--- src/dioc_pkg.sv ---
// Shared types, constants and calendar helpers for the date interval overlap check.
// Used by the controller, the datapath and the top level; no dependencies.
`timescale 1ns / 1ps
`default_nettype none
package dioc_pkg;

   localparam int DURATION_BITS_DEF = 16;
   localparam int YEAR_W = 12;
   localparam int MONTH_W = 4;
   localparam int DAY_IN_W = 6;
   localparam int DAY_OFS_W = 5;
   // largest day number: 4095*365 + 334 + 30 fits in 21 bits
   localparam int DAY_W = 21;
   localparam int MSTART_W = 9;

   localparam logic [YEAR_W-1:0] MIN_YEAR = YEAR_W'(1901);
   localparam logic [DAY_W-1:0] DAYS_PER_YEAR = DAY_W'(365);
   localparam logic [MONTH_W-1:0] MONTH_FIRST = MONTH_W'(1);
   localparam logic [MONTH_W-1:0] MONTH_LAST = MONTH_W'(12);

   typedef enum logic [1:0] {
      ST_IDLE,
      ST_DAYS,
      ST_CMP,
      ST_RESP
   } state_type;

   // controller to datapath commands
   typedef struct packed {
      logic load;
      logic calc_days;
      logic compare;
   } cmd_type;

   // length of a month with no leap years, month already in 1..12
   function automatic logic [DAY_IN_W-1:0] month_length(input logic [MONTH_W-1:0] m);
      logic [DAY_IN_W-1:0] len;
      unique case (m)
         MONTH_W'(4), MONTH_W'(6), MONTH_W'(9), MONTH_W'(11): len = DAY_IN_W'(30);
         MONTH_W'(2): len = DAY_IN_W'(28);
         default: len = DAY_IN_W'(31);
      endcase
      return len;
   endfunction

   // days before the first of the month, month already in 1..12
   function automatic logic [MSTART_W-1:0] month_start(input logic [MONTH_W-1:0] m);
      logic [MSTART_W-1:0] ofs;
      unique case (m)
         MONTH_W'(2): ofs = MSTART_W'(31);
         MONTH_W'(3): ofs = MSTART_W'(59);
         MONTH_W'(4): ofs = MSTART_W'(90);
         MONTH_W'(5): ofs = MSTART_W'(120);
         MONTH_W'(6): ofs = MSTART_W'(151);
         MONTH_W'(7): ofs = MSTART_W'(181);
         MONTH_W'(8): ofs = MSTART_W'(212);
         MONTH_W'(9): ofs = MSTART_W'(243);
         MONTH_W'(10): ofs = MSTART_W'(273);
         MONTH_W'(11): ofs = MSTART_W'(304);
         MONTH_W'(12): ofs = MSTART_W'(334);
         default: ofs = MSTART_W'(0);
      endcase
      return ofs;
   endfunction

endpackage
`default_nettype wire

--- src/dioc_ctrl.sv ---
// Controller state machine for the date interval overlap check.
// Depends on dioc_pkg for the state and command types.
`timescale 1ns / 1ps
`default_nettype none
module dioc_ctrl (
   input  wire logic              clock,
   input  wire logic              reset,
   input  wire logic              start,
   output dioc_pkg::cmd_type      cmd,
   output logic                   busy,
   output logic                   rsp_valid
);

   dioc_pkg::state_type state_ff, state_in;

   // advance through the fixed sequence of steps
   always_comb begin
      state_in = state_ff;
      unique case (state_ff)
         dioc_pkg::ST_IDLE: begin
            if (start) state_in = dioc_pkg::ST_DAYS;
         end
         dioc_pkg::ST_DAYS: state_in = dioc_pkg::ST_CMP;
         dioc_pkg::ST_CMP:  state_in = dioc_pkg::ST_RESP;
         dioc_pkg::ST_RESP: state_in = dioc_pkg::ST_IDLE;
         default:           state_in = dioc_pkg::ST_IDLE;
      endcase
   end

   // decode commands and handshake outputs
   always_comb begin
      cmd.load      = (state_ff == dioc_pkg::ST_IDLE) && start;
      cmd.calc_days = (state_ff == dioc_pkg::ST_DAYS);
      cmd.compare   = (state_ff == dioc_pkg::ST_CMP);
      busy          = (state_ff != dioc_pkg::ST_IDLE);
      rsp_valid     = (state_ff == dioc_pkg::ST_RESP);
   end

   always_ff @(posedge clock) begin
      if (reset) begin
         state_ff <= dioc_pkg::ST_IDLE;
      end else begin
         state_ff <= state_in;
      end
   end

endmodule
`default_nettype wire

--- src/dioc_datapath.sv ---
// Datapath: clamps both dates, forms linear day numbers and compares the gap
// against the duration. Depends on dioc_pkg for widths and calendar tables.
`timescale 1ns / 1ps
`default_nettype none
module dioc_datapath #(
   parameter int DURATION_BITS = dioc_pkg::DURATION_BITS_DEF
) (
   input  wire logic                                 clock,
   input  wire dioc_pkg::cmd_type                    cmd,
   input  wire logic [dioc_pkg::YEAR_W-1:0]          first_year,
   input  wire logic [dioc_pkg::MONTH_W-1:0]         first_month,
   input  wire logic [dioc_pkg::DAY_IN_W-1:0]        first_day,
   input  wire logic [dioc_pkg::YEAR_W-1:0]          second_year,
   input  wire logic [dioc_pkg::MONTH_W-1:0]         second_month,
   input  wire logic [dioc_pkg::DAY_IN_W-1:0]        second_day,
   input  wire logic [DURATION_BITS-1:0]             duration,
   output logic                                      overlap
);

   localparam int CMP_W = (DURATION_BITS > dioc_pkg::DAY_W) ? DURATION_BITS : dioc_pkg::DAY_W;

   typedef struct packed {
      logic [dioc_pkg::YEAR_W-1:0]    year;
      logic [dioc_pkg::MONTH_W-1:0]   month;
      logic [dioc_pkg::DAY_OFS_W-1:0] day_ofs;
   } date_type;

   // clamp year, month and day into range
   function automatic date_type clamp_date(
      input logic [dioc_pkg::YEAR_W-1:0]   y,
      input logic [dioc_pkg::MONTH_W-1:0]  m,
      input logic [dioc_pkg::DAY_IN_W-1:0] d
   );
      date_type                        res;
      logic [dioc_pkg::MONTH_W-1:0]    mc;
      logic [dioc_pkg::DAY_IN_W-1:0]   len;
      logic [dioc_pkg::DAY_IN_W-1:0]   dc;
      res.year = (y < dioc_pkg::MIN_YEAR) ? dioc_pkg::MIN_YEAR : y;
      priority if (m > dioc_pkg::MONTH_LAST) mc = dioc_pkg::MONTH_LAST;
      else if (m < dioc_pkg::MONTH_FIRST) mc = dioc_pkg::MONTH_FIRST;
      else mc = m;
      len = dioc_pkg::month_length(mc);
      priority if (d > len) dc = len;
      else if (d == '0) dc = dioc_pkg::DAY_IN_W'(1);
      else dc = d;
      res.month = mc;
      res.day_ofs = dioc_pkg::DAY_OFS_W'(dc - dioc_pkg::DAY_IN_W'(1));
      return res;
   endfunction

   function automatic logic [dioc_pkg::DAY_W-1:0] day_number(input date_type dt);
      return dioc_pkg::DAY_W'(dt.year) * dioc_pkg::DAYS_PER_YEAR
           + dioc_pkg::DAY_W'(dioc_pkg::month_start(dt.month))
           + dioc_pkg::DAY_W'(dt.day_ofs);
   endfunction

   date_type                        date_a_ff, date_b_ff;
   logic [DURATION_BITS-1:0]        dur_ff;
   logic [dioc_pkg::DAY_W-1:0]      num_a_ff, num_b_ff;
   logic [dioc_pkg::DAY_W-1:0]      gap;
   logic                            overlap_ff;

   // capture clamped dates on accept
   always_ff @(posedge clock) begin
      if (cmd.load) begin
         date_a_ff <= clamp_date(first_year, first_month, first_day);
         date_b_ff <= clamp_date(second_year, second_month, second_day);
         dur_ff    <= duration;
      end
   end

   // form linear day numbers
   always_ff @(posedge clock) begin
      if (cmd.calc_days) begin
         num_a_ff <= day_number(date_a_ff);
         num_b_ff <= day_number(date_b_ff);
      end
   end

   // the stepped earlier date passes the later one when duration exceeds the gap
   assign gap = (num_a_ff < num_b_ff) ? (num_b_ff - num_a_ff) : (num_a_ff - num_b_ff);

   always_ff @(posedge clock) begin
      if (cmd.compare) begin
         overlap_ff <= CMP_W'(dur_ff) > CMP_W'(gap);
      end
   end

   assign overlap = overlap_ff;

endmodule
`default_nettype wire

--- src/date_interval_overlap_check_unit.sv ---
// Date interval overlap check: two clamped calendar dates (no leap years) and a
// duration; reports whether the earlier date plus the duration passes the later one.
// After the accepting edge the controller steps through ST_DAYS, ST_CMP and ST_RESP; busy is
// high in all three and rsp_valid in ST_RESP, so a new word is taken only once back in idle:
// the accept cycle clamps, then the day-number, compare and response steps follow. The receiver cannot stall.
// Reset (synchronous, active high) returns the controller to idle; no result is pending.
`timescale 1ns / 1ps
`default_nettype none
module date_interval_overlap_check_unit #(
   parameter int DURATION_BITS = dioc_pkg::DURATION_BITS_DEF
) (
   input  wire logic                              clock,
   input  wire logic                              reset,
   input  wire logic                              start,
   output logic                                   busy,
   input  wire logic [dioc_pkg::YEAR_W-1:0]       req_first_year,
   input  wire logic [dioc_pkg::MONTH_W-1:0]      req_first_month,
   input  wire logic [dioc_pkg::DAY_IN_W-1:0]     req_first_day,
   input  wire logic [dioc_pkg::YEAR_W-1:0]       req_second_year,
   input  wire logic [dioc_pkg::MONTH_W-1:0]      req_second_month,
   input  wire logic [dioc_pkg::DAY_IN_W-1:0]     req_second_day,
   input  wire logic [DURATION_BITS-1:0]          req_duration,
   output logic                                   rsp_valid,
   output logic                                   rsp_overlap
);

   dioc_pkg::cmd_type cmd;

   // sequence the steps
   dioc_ctrl u_ctrl (
      .clock     (clock),
      .reset     (reset),
      .start     (start),
      .cmd       (cmd),
      .busy      (busy),
      .rsp_valid (rsp_valid)
   );

   // clamp, count days, compare
   dioc_datapath #(
      .DURATION_BITS (DURATION_BITS)
   ) u_datapath (
      .clock        (clock),
      .cmd          (cmd),
      .first_year   (req_first_year),
      .first_month  (req_first_month),
      .first_day    (req_first_day),
      .second_year  (req_second_year),
      .second_month (req_second_month),
      .second_day   (req_second_day),
      .duration     (req_duration),
      .overlap      (rsp_overlap)
   );

endmodule
`default_nettype wire
--- config.mk ---
export PLATFORM = sky130hd
export DESIGN_NAME = date_interval_overlap_check_unit
export DESIGN_NICKNAME = d
export VERILOG_FILES = /design/src/dioc_pkg.sv /design/src/dioc_ctrl.sv /design/src/dioc_datapath.sv /design/src/date_interval_overlap_check_unit.sv
export SDC_FILE = /design/constraint.sdc
export NUM_CORES = 1
export LEC_CHECK = 0
export BUFFER_PORTS_ARGS = -buffer_cell sky130_fd_sc_hd__buf_2
export CAP_MARGIN = 20
export CORE_ASPECT_RATIO = 1.1
export CORE_UTILIZATION = 55
export CTS_BUF_LIST = sky130_fd_sc_hd__clkbuf_8
export CTS_CLUSTER_SIZE = 16
export DETAILED_ROUTE_END_ITERATION = 8
export GPL_TIMING_DRIVEN = 0
export PLACE_DENSITY = 0.85
export SYNTH_ARGS = -nofsm -noshare
export SYNTH_HDL_FRONTEND = slang
export SYNTH_SLANG_ARGS = --single-unit
--- constraint.sdc ---
create_clock -name clock -period 7.3 [get_ports clock]
set_input_delay 1.46 -clock clock [delete_from_list [all_inputs] [get_ports clock]]
set_output_delay 1.46 -clock clock [all_outputs]
set_load 0.01 [all_outputs]
==> results.md <==
- Vias in the first global route: 9625
- Sequential-to-total area share from yosys stat: 0.271
- Crit share post-route: 0.726
- Initial DRC Count: 419
- Max Fclk: 189 MHz
- Routability Congestion: 0.915
- TritonCTS Buffers: 17
- Final Skew: 0.0133 ns
- Post-CTS Setup Repair Bufs: 0
- Start of the worst register-to-register path: u_datapath.date_a_ff[10]
- Max-cap violations: 0
- Crit path time final: 5.30 ns
- Cell Rows: 57
- Routed WL: 25.1 mm
- Chip height: 161 µm
- #FFs+latches synth: 121
- Number of H-tree levels: 4
- Area Overhead vs Synth: 8.43%
- Reg2Reg Setup Slack: 2.00 ns
- Root buf cell: clkbuf_8
- Relative slew slack: 0.296
- GRT Util Overall: 0.230
- Top_reg_cell synth: edfxtp_1
- Ports: 66
- Worst-path clk slew: 0.08 ns
- Critical path's slowest cell: fa_1
- CTS sink cnt: 121
- Max FO, Critical Path: 4
- Crit-path leading delay family: adder cells
- Crit end category: register
- Die X-Extent: 147 µm
- Post-DP HPWL: 20.6 mm
- Hold path startpoint: u_ctrl.state_ff[1]
- Area leader, netlist: edfxtp_1
- Cells after Synth: 1298
- Antenna violations before repair: 0
- Worst hold path endpoint: u_ctrl.state_ff[1]
- CTS tree: yes
- Mapped Area: 12700 µm²
- Residual DRC count: 0
- Global-route wire length before repair: 43.4 mm
- Hold Crit Class: register to register
- Worst-path cell chain: ha_1, ha_1, fa_1, inv_1, fa_1, fa_1, inv_1, ha_1, nor2b_1, o21ai_1, a21boi_1, o41ai_1, o21ai_1, o41ai_2, o2111ai_1, a21oi_1, xor2_1
- Initial Util: 0.567
- Yosys cell types: 64
- Die area: 23600 µm²
- Via Count: 9122
- Final net count: 1764
- Buffers on Ports: 65
- Peak per-stage delay on the critical path: 0.56 ns
- Net Count, Synth: 1679
- Core area: 22300 µm²
- Hold Vio Cnt, Final: 0
- R2R depth: 17
- CTS Hold Bufs: 0
- Count of pins over their slew limit: 0
- Final Setup Violations: 0
- Main area contributors after synthesis: edfxtp_1 (24%), ha_1 (22%), fa_1 (15%)
- ANT cells: 0
- Hold-critical path depth: 2
- WP buf/inv: 2
- Post-synth top cells: inv_1 (286), ha_1 (223), edfxtp_1 (101)
- Post-synth ARST share: 0
- Reg-to-reg endpoint: u_datapath.num_a_ff[20]
- Post-synth top area share: 0.240
- Post-CTS Resized: 0
- Setup tns final: 0 ns
- Critical path class: register to register
- Drt pass-1 iters: 7
- Congestion Overflow GR: 0
- CP Data Required Time: 7.59 ns
- Worst EP arrival: 5.59 ns
- Final Util: 0.615
- Most frequent cell after synthesis: inv_1
- Vias per inst: 5.39
- RSZ-0062 raised after global routing: false
- Status: complete, no violations
- Drt wl/cell: 14.9 µm
- Largest net degree at the start of global routing: 43
- Worst-case clock buffer depth: 2
- Syn_area_per_cell: 9.75 µm²
- Yosys warns: 0
- Least-Margin Pin Slew: 1.06 ns
- EDFF count, synth: 101
- CP Launch Type: register
- Layout cell share with drive strength beyond 1: 0.0910
- Final ANT Viol Nets: 0
- Clk Latency, worst-skew pair: 0.46 ns
==> cell families after synthesis <==
kind of cell | after synthesis | synth area share
AND/OR/NAND/NOR | 250 | 0.0960
XOR/XNOR | 59 | 0.0408
flip-flops | 121 | 0.271
buffers and inverters | 309 | 0.0937
multiplexers | 22 | 0.0181
AO/OA/AOI/OAI | 219 | 0.110
adder cells (fa/ha/maj) | 318 | 0.371
==> area by class of cell <==
type | count | area, µm²
multi-input cells | 868 | 8040
clock buffers | 17 | 234
inverters | 286 | 1070
plain buffers | 23 | 113
clock inverters | 15 | 116
well taps | 295 | 369
fillers | 1682 | 8600
flip-flops and latches | 121 | 3430
repair buffers | 66 | 345
==> placed cells by master (no fill, tap or decap), types with 8 or more instances in the layout <==
| cell type | netlist | layout |
|---|---|---|
| inv_1 | 286 | 285 |
| ha_1 | 223 | 222 |
| edfxtp_1 | 101 | 101 |
| fa_1 | 95 | 95 |
| a21oi_1 | 77 | 77 |
| nand2_1 | 71 | 71 |
| buf_2 | 3 | 68 |
| nor2_1 | 62 | 62 |
| o21ai_0 | 47 | 47 |
| xnor2_1 | 44 | 44 |
| nand2b_1 | 28 | 28 |
| nor3_1 | 22 | 22 |
| dfxtp_1 | 20 | 20 |
| a21o_1 | 18 | 18 |
| nand3_1 | 17 | 17 |
| clkbuf_1 | 17 | 17 |
| mux2i_1 | 17 | 17 |
| clkbuf_8 | 0 | 17 |
| xor2_1 | 15 | 15 |
| o211ai_1 | 10 | 10 |
| nor2b_1 | 9 | 9 |
| nand4_1 | 9 | 9 |
| a211oi_1 | 8 | 8 |
| a31oi_1 | 8 | 8 |
==> how the worst max path moves through the flow <==
| stage | startpoint | endpoint | slack [ns] | cells past startpoint |
|---|---|---|---|---|
| 6_report | u_datapath.date_a_ff[10] | u_datapath.num_a_ff[20] | 2.00 | 17 |
| 5_1_grt | u_datapath.date_a_ff[10] | u_datapath.num_a_ff[20] | 1.64 | 17 |
| 4_1_cts | u_datapath.date_b_ff[10] | u_datapath.num_b_ff[20] | 1.98 | 17 |
| 3_5_place_dp | u_datapath.date_b_ff[10] | u_datapath.num_b_ff[20] | 1.97 | 17 |
| 3_3_place_gp | u_datapath.date_b_ff[10] | u_datapath.num_b_ff[20] | 2.05 | 17 |
| 2_1_floorplan | u_datapath.date_b_ff[10] | u_datapath.num_b_ff[20] | 2.41 | 17 |
==> layer usage <==
layer  GRT usage  part of all wire  up-vias
li1            -                 -     4490
met1       0.264              0.41     4353
met2       0.410              0.51      217
met3      0.0469             0.043       62
met4       0.108             0.033        0
met5           0                 0        -
==> worst min-delay path: stages, from the launching register on <==
cell and delay (ns):
dfxtp_1 0.34, nand2_1 0.06, a21oi_1 0.05
==> per-stage QoR <==
step	cell area, µm²	hold WS (ns)	setup slack (ns)	cells
2_1_floorplan	12700	0.459	2.41	1298
3_3_place_gp	13400	0.479	2.05	1658
3_5_place_dp	13400	0.485	1.97	1659
4_1_cts	13700	0.496	1.98	1691
5_1_grt	13700	0.527	1.64	1691
6_report	13700	0.493	2.00	1691
Power is not shown: default switching activity piles up to over one toggle a cycle in this logic, so the estimate is an artifact.
